--- config.mk ---
export PLATFORM = sky130hd
export DESIGN_NAME = periodic_task_dispatcher
export DESIGN_NICKNAME = d
export VERILOG_FILES = /design/src/hdl/ptd_pkg.sv /design/src/hdl/ptd_ram.sv /design/src/hdl/ptd_ctrl.sv /design/src/hdl/periodic_task_dispatcher.sv
export SDC_FILE = /design/constraint.sdc
export NUM_CORES = 2
export LEC_CHECK = 0
export BUFFER_PORTS_ARGS = -buffer_cell sky130_fd_sc_hd__buf_4
export CORE_ASPECT_RATIO = 1.25
export CORE_MARGIN = 5
export CORE_UTILIZATION = 40
export CTS_BUF_LIST = sky130_fd_sc_hd__clkbuf_16
export CTS_CLUSTER_DIAMETER = 60
export DETAILED_ROUTE_END_ITERATION = 6
export GPL_ROUTABILITY_DRIVEN = 0
export MAX_ROUTING_LAYER = met4
export PLACE_DENSITY = 0.54
export SETUP_SLACK_MARGIN = 0.5
export SYNTH_ARGS = -nofsm -noshare
export SYNTH_HDL_FRONTEND = slang
export SYNTH_SLANG_ARGS = --single-unit
--- constraint.sdc ---
create_clock -name clk -period 21.1 [get_ports clk]
set_input_delay 1.055 -clock clk [delete_from_list [all_inputs] [get_ports clk]]
set_output_delay 1.055 -clock clk [all_outputs]
set_load 0.02 [all_outputs]
--- src/hdl/ptd_pkg.sv ---
package ptd_pkg;

  localparam logic [2:0] OP_ADD        = 3'd0;
  localparam logic [2:0] OP_REMOVE     = 3'd1;
  localparam logic [2:0] OP_REMOVE_ALL = 3'd2;
  localparam logic [2:0] OP_HANDLE     = 3'd3;
  localparam logic [2:0] OP_COMPLETE   = 3'd4;
  localparam logic [2:0] OP_ENABLE     = 3'd5;
  localparam logic [2:0] OP_QUERY      = 3'd6;
  localparam logic [2:0] OP_UNUSED     = 3'd7;

  localparam logic [1:0] ST_OK        = 2'd0;
  localparam logic [1:0] ST_NOT_FOUND = 2'd1;
  localparam logic [1:0] ST_FULL      = 2'd2;
  localparam logic [1:0] ST_EMPTY     = 2'd3;

  typedef struct packed {
    logic [2:0]         operation;
    logic [31:0]        now_ms;
    logic [15:0]        task_id;
    logic [31:0]        period_ms;
    logic signed [31:0] run_count;
    logic [31:0]        start_ms;
    logic [31:0]        stop_ms;
    logic               enable_flag;
  } req_t;

  typedef struct packed {
    logic [1:0]         status;
    logic [15:0]        result_id;
    logic               dispatched;
    logic signed [31:0] runs_left;
    logic [31:0]        last_run_ms;
    logic [31:0]        miss_count;
    logic [31:0]        busy_total_ms;
    logic [4:0]         tasks_active;
  } rsp_t;

endpackage

--- src/hdl/ptd_ram.sv ---
module ptd_ram #(
  parameter int WIDTH = 8,
  parameter int DEPTH = 16
) (
  input  logic                     clk,
  input  logic                     we,
  input  logic [$clog2(DEPTH)-1:0] waddr,
  input  logic [WIDTH-1:0]         wdata,
  input  logic [$clog2(DEPTH)-1:0] raddr,
  output logic [WIDTH-1:0]         rdata
);

  logic [WIDTH-1:0] mem [DEPTH];

  always_ff @(posedge clk) begin
    if (we) begin
      mem[waddr] <= wdata;
    end
    rdata <= mem[raddr];
  end

endmodule

--- src/hdl/ptd_ctrl.sv ---
module ptd_ctrl
  import ptd_pkg::*;
#(
  parameter int MAX_TASKS = 16,
  parameter int TIME_BITS = 32
) (
  input  logic clk,
  input  logic rst,
  input  logic req_valid,
  output logic req_ready,
  input  req_t req,
  output logic res_valid,
  input  logic res_ready,
  output rsp_t res
);

  localparam int SW = $clog2(MAX_TASKS);
  localparam int CW = $clog2(MAX_TASKS + 1);
  localparam int TW = TIME_BITS;

  typedef struct packed {
    logic [15:0]   id;
    logic [TW-1:0] period;
    logic [31:0]   runs;
    logic [TW-1:0] last;
    logic          en;
    logic          running;
    logic [TW-1:0] last_dur;
    logic [31:0]   misses;
  } rec_t;

  typedef struct packed {
    logic [SW-1:0] nxt;
    logic [SW-1:0] prv;
  } link_t;

  typedef enum logic [3:0] {
    S_IDLE, S_SCAN, S_FOUND, S_HANDLE, S_ADD_A, S_ADD_B, S_ADD_C,
    S_UN_P, S_UN_N, S_DONE
  } state_t;

  state_t            state;
  req_t              q;
  logic [SW-1:0]     cur;
  logic [CW-1:0]     total;
  logic [15:0]       id_ctr;
  logic [TW-1:0]     busy;
  logic [MAX_TASKS-1:0] valid;
  logic [SW-1:0]     scan_idx;
  logic              chk_on;
  logic [SW-1:0]     chk_idx;
  logic              free_ok;
  logic [SW-1:0]     free_idx;
  logic [15:0]       key;
  logic [SW-1:0]     slot;
  rec_t              rec_q;
  logic [SW-1:0]     tail;
  logic [SW-1:0]     cur_next;
  logic [SW-1:0]     un_p;
  logic [SW-1:0]     un_n;
  logic [1:0]        status;
  logic [15:0]       rid;
  logic              disp;
  logic [31:0]       qruns;
  logic [31:0]       qlast;
  logic [31:0]       qmiss;

  rec_t              rec_rd;
  link_t             link_rd;
  logic              rec_we;
  logic [SW-1:0]     rec_waddr;
  rec_t              rec_wdata;
  logic [SW-1:0]     rec_raddr;
  logic              link_we;
  logic [SW-1:0]     link_waddr;
  link_t             link_wdata;
  logic [SW-1:0]     link_raddr;

  logic              scan_hit;
  logic              scan_end;
  logic [SW-1:0]     free_slot;
  rec_t              add_rec;
  rec_t              done_rec;
  logic [TW-1:0]     dur;
  logic [TW-1:0]     since;
  logic [TW-1:0]     elapsed;
  logic              task_ready;
  logic              unlink_go;
  logic              was_cur;

  ptd_ram #(.WIDTH($bits(rec_t)), .DEPTH(MAX_TASKS)) u_rec_ram (
    .clk   (clk),
    .we    (rec_we),
    .waddr (rec_waddr),
    .wdata (rec_wdata),
    .raddr (rec_raddr),
    .rdata (rec_rd)
  );

  ptd_ram #(.WIDTH($bits(link_t)), .DEPTH(MAX_TASKS)) u_link_ram (
    .clk   (clk),
    .we    (link_we),
    .waddr (link_waddr),
    .wdata (link_wdata),
    .raddr (link_raddr),
    .rdata (link_rd)
  );

  assign req_ready = (state == S_IDLE);
  assign res_valid = (state == S_DONE);
  assign res = '{status: status, result_id: rid, dispatched: disp, runs_left: qruns,
                 last_run_ms: qlast, miss_count: qmiss, busy_total_ms: 32'(busy),
                 tasks_active: 5'(total)};

  // slot scan: one read issued and one entry checked every cycle
  assign scan_hit  = chk_on && valid[chk_idx] && (rec_rd.id == key);
  assign scan_end  = chk_on && !scan_hit && (chk_idx == SW'(MAX_TASKS - 1));
  assign free_slot = free_ok ? free_idx : chk_idx;

  always_comb begin
    add_rec          = rec_t'('0);
    add_rec.id       = key;
    add_rec.period   = TW'(q.period_ms);
    add_rec.runs     = q.run_count;
    add_rec.last     = TW'(q.now_ms);
    add_rec.en       = 1'b1;
  end

  assign dur     = TW'(q.stop_ms) - TW'(q.start_ms);
  assign since   = TW'(q.stop_ms) - rec_q.last;
  assign elapsed = TW'(q.now_ms) - rec_rd.last;
  assign task_ready = rec_rd.en && !rec_rd.running && (elapsed >= rec_rd.period);
  assign was_cur = (slot == cur);

  always_comb begin
    done_rec          = rec_q;
    done_rec.running  = 1'b0;
    if (rec_q.runs != 32'd0 && !rec_q.runs[31]) begin
      done_rec.runs = rec_q.runs - 32'd1;
    end
    done_rec.last_dur = dur;
    if (since > rec_q.period && (since - rec_q.period) > rec_q.period &&
        rec_q.misses != '1) begin
      done_rec.misses = rec_q.misses + 32'd1;
    end
    done_rec.last     = TW'(q.start_ms);
  end

  assign unlink_go = (q.operation == OP_REMOVE) ||
                     (q.operation == OP_COMPLETE && rec_q.running &&
                      done_rec.runs == 32'd0);

  always_comb begin
    rec_raddr  = cur;
    link_raddr = cur;
    rec_we     = 1'b0;
    rec_waddr  = slot;
    rec_wdata  = rec_q;
    link_we    = 1'b0;
    link_waddr = slot;
    link_wdata = '{nxt: cur, prv: cur};
    unique case (state)
      S_SCAN: begin
        rec_raddr  = scan_idx;
        link_raddr = chk_idx;
        if (scan_end && q.operation == OP_ADD) begin
          link_raddr = cur;
          rec_we     = 1'b1;
          rec_waddr  = free_slot;
          rec_wdata  = add_rec;
          if (total == '0) begin
            link_we    = 1'b1;
            link_waddr = free_slot;
            link_wdata = '{nxt: free_slot, prv: free_slot};
          end
        end
      end
      S_FOUND: begin
        link_raddr = link_rd.prv;
        if (q.operation == OP_ENABLE) begin
          rec_we       = 1'b1;
          rec_wdata.en = q.enable_flag;
        end
        if (q.operation == OP_COMPLETE && rec_q.running) begin
          rec_we    = 1'b1;
          rec_wdata = done_rec;
        end
        if (unlink_go && total > CW'(1) && link_rd.prv == link_rd.nxt) begin
          link_we    = 1'b1;
          link_waddr = link_rd.prv;
          link_wdata = '{nxt: link_rd.prv, prv: link_rd.prv};
        end
      end
      S_UN_P: begin
        link_raddr = un_n;
        link_we    = 1'b1;
        link_waddr = un_p;
        link_wdata = '{nxt: un_n, prv: link_rd.prv};
      end
      S_UN_N: begin
        link_we    = 1'b1;
        link_waddr = un_n;
        link_wdata = '{nxt: link_rd.nxt, prv: un_p};
      end
      S_HANDLE: begin
        if (task_ready) begin
          rec_we            = 1'b1;
          rec_waddr         = cur;
          rec_wdata         = rec_rd;
          rec_wdata.running = 1'b1;
        end
      end
      S_ADD_A: begin
        link_raddr = link_rd.prv;
        link_we    = 1'b1;
        link_waddr = slot;
        link_wdata = '{nxt: cur, prv: link_rd.prv};
      end
      S_ADD_B: begin
        link_we = 1'b1;
        if (tail == cur) begin
          link_waddr = cur;
          link_wdata = '{nxt: slot, prv: slot};
        end else begin
          link_waddr = tail;
          link_wdata = '{nxt: slot, prv: link_rd.prv};
        end
      end
      S_ADD_C: begin
        link_we    = 1'b1;
        link_waddr = cur;
        link_wdata = '{nxt: cur_next, prv: slot};
      end
      default: begin
      end
    endcase
  end

  always_ff @(posedge clk) begin
    if (rst) begin
      state  <= S_IDLE;
      cur    <= '0;
      total  <= '0;
      id_ctr <= '0;
      busy   <= '0;
      valid  <= '0;
    end else begin
      unique case (state)
        S_IDLE: begin
          if (req_valid) begin
            q        <= req;
            status   <= ST_OK;
            rid      <= '0;
            disp     <= 1'b0;
            qruns    <= '0;
            qlast    <= '0;
            qmiss    <= '0;
            scan_idx <= '0;
            chk_on   <= 1'b0;
            free_ok  <= 1'b0;
            key      <= req.task_id;
            if (total == '0 && req.operation != OP_ADD &&
                req.operation != OP_REMOVE_ALL && req.operation <= OP_QUERY) begin
              status <= ST_EMPTY;
              state  <= S_DONE;
            end else begin
              case (req.operation)
                OP_ADD: begin
                  if (total == CW'(MAX_TASKS)) begin
                    status <= ST_FULL;
                    state  <= S_DONE;
                  end else begin
                    key    <= id_ctr;
                    id_ctr <= id_ctr + 16'd1;
                    state  <= S_SCAN;
                  end
                end
                OP_REMOVE_ALL: begin
                  valid <= '0;
                  total <= '0;
                  cur   <= '0;
                  state <= S_DONE;
                end
                OP_HANDLE: state <= S_HANDLE;
                OP_REMOVE, OP_COMPLETE, OP_ENABLE, OP_QUERY: state <= S_SCAN;
                default: state <= S_DONE;
              endcase
            end
          end
        end
        S_SCAN: begin
          if (scan_hit) begin
            if (q.operation == OP_ADD) begin
              // id still in use: take the next one and scan again
              key      <= id_ctr;
              id_ctr   <= id_ctr + 16'd1;
              scan_idx <= '0;
              chk_on   <= 1'b0;
              free_ok  <= 1'b0;
            end else begin
              slot  <= chk_idx;
              rec_q <= rec_rd;
              state <= S_FOUND;
            end
          end else if (scan_end) begin
            if (q.operation == OP_ADD) begin
              valid[free_slot] <= 1'b1;
              slot             <= free_slot;
              rid              <= key;
              total            <= total + CW'(1);
              if (total == '0) begin
                cur   <= free_slot;
                state <= S_DONE;
              end else begin
                state <= S_ADD_A;
              end
            end else begin
              status <= ST_NOT_FOUND;
              state  <= S_DONE;
            end
          end else begin
            if (chk_on && !valid[chk_idx] && !free_ok) begin
              free_ok  <= 1'b1;
              free_idx <= chk_idx;
            end
            chk_on   <= 1'b1;
            chk_idx  <= scan_idx;
            scan_idx <= scan_idx + SW'(1);
          end
        end
        S_FOUND: begin
          state <= S_DONE;
          rid   <= q.task_id;
          if (q.operation == OP_QUERY) begin
            qruns <= rec_q.runs;
            qlast <= 32'(rec_q.last_dur);
            qmiss <= rec_q.misses;
          end else if (q.operation == OP_COMPLETE && !rec_q.running) begin
            status <= ST_NOT_FOUND;
            rid    <= '0;
          end else if (q.operation == OP_REMOVE || q.operation == OP_COMPLETE) begin
            if (q.operation == OP_COMPLETE) begin
              busy <= busy + dur;
            end
            if (unlink_go) begin
              valid[slot] <= 1'b0;
              total       <= total - CW'(1);
              un_p        <= link_rd.prv;
              un_n        <= link_rd.nxt;
              if (total == CW'(1)) begin
                cur <= '0;
              end else begin
                if (was_cur) begin
                  cur <= (q.operation == OP_COMPLETE) ? link_rd.nxt : link_rd.prv;
                end
                if (link_rd.prv != link_rd.nxt) begin
                  state <= S_UN_P;
                end
              end
            end else if (was_cur) begin
              cur <= link_rd.nxt;
            end
          end
        end
        S_UN_P: state <= S_UN_N;
        S_UN_N: state <= S_DONE;
        S_HANDLE: begin
          rid <= rec_rd.id;
          if (task_ready) begin
            disp <= 1'b1;
          end else begin
            cur <= link_rd.nxt;
          end
          state <= S_DONE;
        end
        S_ADD_A: begin
          tail     <= link_rd.prv;
          cur_next <= link_rd.nxt;
          state    <= S_ADD_B;
        end
        S_ADD_B: state <= (tail == cur) ? S_DONE : S_ADD_C;
        S_ADD_C: state <= S_DONE;
        S_DONE: begin
          if (res_ready) begin
            state <= S_IDLE;
          end
        end
        default: state <= S_IDLE;
      endcase
    end
  end

endmodule

--- src/hdl/periodic_task_dispatcher.sv ---
// Round-robin dispatcher for up to MAX_TASKS periodic tasks.
// Requests arrive as req_t transactions on req_valid/req_ready; every request
// gives exactly one rsp_t transaction on rsp_valid/rsp_ready.
// Task records and ring links sit in two single-port-write memories with a
// registered read; an operation reads, modifies and writes back.
// Work per request, from acceptance to the result in the output register:
//   remove all, empty ring, table full, unused code: no memory access
//   handle one: reads the current slot, dispatches it or moves on
//   remove, complete, set enable, query: the id lookup, then the update
//   (the id lookup reads one slot per cycle and stops at the match; an
//   unknown id walks every slot)
//   add: a scan for a free slot, then the ring links, with a new scan
//   for each id still in use that is skipped.
// One request is handled at a time; the next is taken once the result has
// moved into the output register, even while that result waits.
// A stalled receiver holds the output register; the block finishes the next
// request and then waits with it until the register frees.
// Reset empties the ring and clears the id counter and busy time; the
// memories need no clearing pass.
module periodic_task_dispatcher
  import ptd_pkg::*;
#(
  parameter int MAX_TASKS = 16,
  parameter int TIME_BITS = 32
) (
  input  logic clk,
  input  logic rst,
  input  logic req_valid,
  output logic req_ready,
  input  req_t req,
  output logic rsp_valid,
  input  logic rsp_ready,
  output rsp_t rsp
);

  logic res_valid;
  logic res_ready;
  rsp_t res;

  ptd_ctrl #(.MAX_TASKS(MAX_TASKS), .TIME_BITS(TIME_BITS)) u_ctrl (
    .clk       (clk),
    .rst       (rst),
    .req_valid (req_valid),
    .req_ready (req_ready),
    .req       (req),
    .res_valid (res_valid),
    .res_ready (res_ready),
    .res       (res)
  );

  assign res_ready = !rsp_valid || rsp_ready;

  always_ff @(posedge clk) begin
    if (rst) begin
      rsp_valid <= 1'b0;
    end else if (res_valid && res_ready) begin
      rsp_valid <= 1'b1;
      rsp       <= res;
    end else if (rsp_ready) begin
      rsp_valid <= 1'b0;
    end
  end

endmodule
# After elaboration in Yosys (flattened, before gate mapping)
# Memory sizes are Yosys's and may differ from the RTL's. A register that Yosys moved wholly into a read port is not among the register bits.
# Cells that the tools add are included.
# classes
mux	160
eq_ne	57
n_reduce_logical	72
order_cmp	10
n_addsub	11
bitwise_logic	9
# ops
op	n
178-bit one-hot mux with 3 select lines	1
16-bit 2-to-1 mux	28
178-bit 2-to-1 mux	2
4-bit 2-to-1 mux	50
32-bit 2-to-1 mux	6
32-bit one-hot mux with 2 select lines	3
130-bit 2-to-1 mux	1
32-bit subtractor	4
32-bit > comparator	2
16-bit one-hot mux with 2 select lines	2
16-bit one-hot mux with 4 select lines	1
8-bit one-hot mux with 7 select lines	1
5-bit 2-to-1 mux	10
16-bit one-hot mux with 3 select lines	1
32-bit by 1-bit adder with 32-bit output (second input constant)	1
32-bit adder	1
32-bit >= comparator	1
32-bit logical NOT	1
32-bit != test (second input constant)	1
4-bit one-hot mux with 8 select lines	1
32-bit nonzero test	1
32-bit by 1-bit subtractor with 32-bit output (second input constant)	1
1-bit 2-to-1 mux	25
5-bit AND reduction	5
other kinds (62)	169
# totals
memories	2
input_bits	184
output_inout_bits	154
register_bits	753
ramBits	2976
wordCells	369
# mem_list
memory	words	width	rd	rd_ports_with_merged_regs	wr	line_no	rtl
u_ctrl.u_rec_ram.mem	16	178	1	1	1	ptd_ram.sv:13	logic [WIDTH-1:0] mem [DEPTH];
u_ctrl.u_link_ram.mem	16	8	1	1	1	ptd_ram.sv:13	

# Depth between registers and ports, before layout
# logic_depth
word_depth	12
ltp_mapped	37
depth_no_buf	37

# Cells and area by module
# Synthesis repeated with hierarchy kept, for this count alone.
# unflattened
hier_cells	8744
area_unflattened_um2	157041.9
# modules_own_cells
module	instances	cells_each	seq_area_each_um2	area_each_um2
ptd_ram (u_ctrl.u_rec_ram)	1	4663	89085.4	110435.9
ptd_ctrl	1	3695	17246.5	36839.1
ptd_ram (u_ctrl.u_link_ram)	1	229	4003.8	5147.4
periodic_task_dispatcher	1	157	4584.4	4619.4

# Worst setup path after synthesis
# No wires, ideal clock.
# synth_path
path_type	flip-flop to flip-flop
startpoint	register u_ctrl.state[0]
endpoint	register rsp[0] (netlist bit) (enable)
path_buffers	4
arrival_ns	17.137
period_less_slack_ns	18.228
path_slack_ns	2.872
t_required_ns	20.009
setup_ns	1.091
path_stages_with_launch	6
cell_sequence	dfxtp_1 > clkbuf_1 > clkbuf_1 > buf_1 > clkbuf_1 > nor4b_1
# synth_via
elab_chain_cells	3
# synth_rtl
item	line_no	rtl
start: declaration	ptd_ctrl.sv:42	state_t state;
start signal: assignment	ptd_ctrl.sv:381	S_ADD_B: state <= (tail == cur) ? S_DONE : S_ADD_C;
4-bit equality test	ptd_ctrl.sv:110	assign res_valid = (state == S_DONE);
1-bit logical AND	periodic_task_dispatcher.sv:56	end else if (res_valid && res_ready) begin
2-bit AND reduction (no source line)	--	
end signal: assignment	periodic_task_dispatcher.sv:58	rsp <= res;
end: declaration	periodic_task_dispatcher.sv:33	output rsp_t rsp
# Every way passes these cells.
# A chain may end at the register's enable or synchronous reset.

# Worst setup path after layout
# layout_path
startpoint	register u_ctrl.q, in the netlist u_ctrl.add_rec[66]
endpoint	memory u_ctrl.u_rec_ram.mem[2][7] (netlist bit) (enable)
# layout_via
elab_chain_cells	7
word_cells_on_any_way	9
classes_between	add/sub (1); order compare (1); mux (6); reduce/logical (1)
# layout_rtl
item	line_no	rtl
start: declaration	ptd_ctrl.sv:43	req_t q;
start signal: assignment	ptd_ctrl.sv:251	q <= req;
32-bit subtractor *	ptd_ctrl.sv:131	assign elapsed = TW'(q.now_ms) - rec_rd.last;
32-bit >= comparator *	ptd_ctrl.sv:132	assign task_ready = rec_rd.en && !rec_rd.running && (elapsed >= rec_rd.period);
1-bit logical AND *	ptd_ctrl.sv:132	
1-bit 2-to-1 mux	ptd_ctrl.sv:206	if (task_ready) begin
1-bit one-hot mux with 3 select lines	ptd_ctrl.sv:162	unique case (state)
1-bit 2-to-1 mux	ptd_ram.sv:16	if (we) begin
1-bit 2-to-1 mux (implied by the code)	ptd_ram.sv:17	mem[waddr] <= wdata;
end: declaration	ptd_ram.sv:13	
# Every way passes the cells marked *; elsewhere a longest branch is shown, timed or not.

==> summary.txt <==
Outcome
  – Outcome: finished, violations left
  – Failing checks: DRC

Clocking
  – Clk buf depth: 4
  – CTS tree: built
  – Post-CTS Resized: 0
  – Setup Buffers After CTS: 0
  – Cts bufs inserted: 398
  – Cts hold-fix bufs: 0
  – Clock Tree Root: clkbuf_16
  – # H-tree levels: 5
  – Clk_lat worst skew: 0.99 ns
  – Clk sink count: 3915
  – Clk pin slew, worst setup/hold paths: 0.06 ns

Placed design
  – DPL Wire Length: 281.8 mm
  – PortBufs: 337
  – Pre-CTS setup slack: 10.45 ns
  – Placed inst area: 167600 µm²

Logic synthesis
  – Part of the Yosys area used for sequential elements: 72.57%
  – Cell with the most instances after synthesis: edfxtp_1
  – Share of the synthesized area in the top cell type: 69.23%
  – Area of the mapped netlist: 158400 µm²
  – Mapped Avg Cell Area: 16.97 µm²
  – Syn. warnings: 0
  – Post-Syn Instances: 9330
  – Async SR Flop Fraction: 0%
  – Leading area contributor after synthesis: edfxtp_1
  – Synth Register Bits: 3915
  – Syn nets: 9747
  – Yosys cell types: 91
  – Largest cells by area after synthesis: edfxtp_1, mux4_2, dfxtp_1, nand2_1, ha_1
  – EDFF count, synth: 3651
  – Primary FF master, synth: edfxtp_1
  – Post-synth top cells: edfxtp_1, nand2_1, mux4_2

Setup path
  – Kind of critical path: reg2reg
  – Max FO, Critical Path: 54
  – Crit path top cell by count: buf_4
  – Startpoint types: flop
  – Required time of the worst setup path: 21.66 ns
  – Flop-to-flop setup slack: 10.43 ns
  – Buf/Inv on CP: 7
  – CP max stage delay: 0.82 ns
  – CP top delay family: compound AO/OA/AOI/OAI gates
  – Crit path capture type: flop
  – Crit path arrival time: 11.23 ns
  – Crit-path slowest cell: buf_4

GRT
  – All-Layer GR Usage: 22.96%
  – Initial antenna violation count: 26
  – Largest net degree at the start of global routing: 127
  – Vias in the first global route: 90620
  – Global-route wire length before repair: 667.3 mm
  – Remaining Overflow, GRT: 0

Die
  – Die area: 408700 µm²
  – Die height: 713.5 µm
  – Initial Utilization: 40.11%
  – Core area: 394800 µm²
  – Die span in x: 572.8 µm
  – I/O pin count: 338
  – Rows: 258

STA
  – Final setup margin: 10.43 ns
  – Final min period: 10.67 ns
  – Actual transition at the worst max-transition pin: 1.269 ns
  – Maximum clock rate: 0.09370 GHz
  – Final hold viol count: 0
  – Max-slew violations: 0
  – Setup violators final: 0
  – Slew Limit Headroom: 14.82%
  – Min Hold Slack: 0.2393 ns
  – RSZ-0062 raised after global routing: false
  – Final clock skew: 0.06905 ns
  – Ratio of final minimum period to clock period: 50.58%
  – Setup TNS: 0 ns

Finish
  – Final Instance Area: 180600 µm²
  – Fillers: 33780
  – Proportion of layout cells with a drive suffix above 1: 19.13%
  – Fin nets: 10190
  – P&R area growth vs syn: 14.06%
  – Post-Route Utilization: 45.75%

Routing
  – DR vias/cell: 5.839
  – Routed Antenna Nets: 0
  – Iter 0 DRT Violations: 10240
  – Pre-Repair DR Iteration Count: 7
  – DRC viols: 20
  – Wire length per cell: 30.53 µm
  – Vias: 89490
  – Total Routed Length: 467.8 mm

Flow run
  – Max-cap violations: 0

Pwr
  – Pleak: 61.65 nW
  – PD cells: 134.0 nW/µm²
  – Maximum VDD drop: 0.1254 mV

Hold path
  – Hold Crit Class: in2reg
[routing by layer]
metal / vias up / global-route usage (%) / wire length, µm
li1: 37950 / - / -
met1: 47030 / 30.49 / 193500
met2: 3683 / 36.31 / 223200
met3: 827 / 3.818 / 33310
met4: 0 / 7.532 / 17830
met5: - / - / 0
[layout make-up]
| class | instances | area (µm²) | share of cell area, % |
|---|---|---|---|
| antenna | 9 | 22.52 | 0.01247 |
| sequential | 3915 | 114900 | 63.62 |
| clock buffer | 406 | 10160 | 5.625 |
| timing repair buffer | 527 | 4244 | 2.350 |
| inverter | 280 | 1051 | 0.5819 |
| tap | 5200 | 6506 | 3.602 |
| multi-input combinational | 4650 | 40900 | 22.65 |
| clock inverter | 338 | 2815 | 1.559 |
[sequential cells by signal, summed over array words and instances (netlist names), 52 cells and up]
name	flops
u_ctrl.rec_q	129
u_ctrl.add_rec	96
u_ctrl.u_link_ram.mem	128
rsp	152
u_ctrl.q	52
u_ctrl.done_rec	81
u_ctrl.u_rec_ram.mem	2848
u_ctrl.u_rec_ram.rdata	178
[report_power, final]
| group | switching [mW] | leakage (nW) | internal (mW) |
|---|---|---|---|
| registers | 0.403 | 35.3 | 9.67 |
| clock network | 3.05 | 6.73 | 3.96 |
| logic | 4.47 | 19.6 | 2.65 |
[kinds of logic (layout without fill, tap and decap cells)]
kind of cell | count (synthesis) | count (layout) | share of synthesized area, %
flip-flops | 3915 | 3915 | 72.57
AND/OR/NAND/NOR | 1945 | 1945 | 5.765
buffers and inverters | 765 | 1551 | 1.848
adder cells (fa/ha/maj) | 233 | 233 | 1.865
AO/OA/AOI/OAI | 1465 | 1465 | 6.369
multiplexers | 813 | 813 | 10.51
XOR/XNOR | 194 | 194 | 1.073
other | 0 | 9 | 0
[final timing paths]
kind / startpoint / end / cells after the start
hold / removal: req[33] / u_ctrl.done_rec[66] / 1
setup / recovery: u_ctrl.add_rec[66] / u_ctrl.u_rec_ram.mem[2][7] / 29
hold reg to reg: u_ctrl.qmiss[3] / rsp[40] / 0
setup reg to reg: u_ctrl.add_rec[66] / u_ctrl.u_rec_ram.mem[2][7] / 29
[metrics by stage]
stage	power [mW]	instances
after floorplan	14.87	9330
after global placement	17.34	14570
after detailed placement	17.40	14570
after CTS	24.43	15320
after global routing	25.27	15320
final	24.21	15330
[layout by cell type, fill, tap and decap left out, types with 22 or more instances in the layout]
cell,Yosys,final
xor2_1,79,78
ha_1,228,228
a221oi_1,24,23
xnor2_1,115,114
nand4_1,39,39
and3_1,61,59
a21o_1,98,98
nand2b_1,35,34
nand2_1,895,890
buf_12,0,23
a222oi_1,103,103
clkinv_1,0,79
o21ai_0,232,224
a211oi_1,226,224
nor3_1,93,87
mux2_2,58,58
mux2i_1,81,77
or3_1,31,30
edfxtp_1,3651,3651
nor2_1,277,254
a21oi_1,252,252
buf_4,3,504
a22oi_1,36,36
a221o_1,25,25
bufinv_16,0,37
and2_1,262,262
mux4_2,674,674
o21a_1,33,33
o211ai_1,34,34
clkbuf_16,0,406
nand3_1,125,123
a311oi_1,43,43
nor2b_1,22,22
dfxtp_1,264,264
inv_1,279,375
a31oi_1,215,215
clkinv_2,0,73
nor4_1,23,23
No activity file was read; power rests on OpenSTA's default activity.
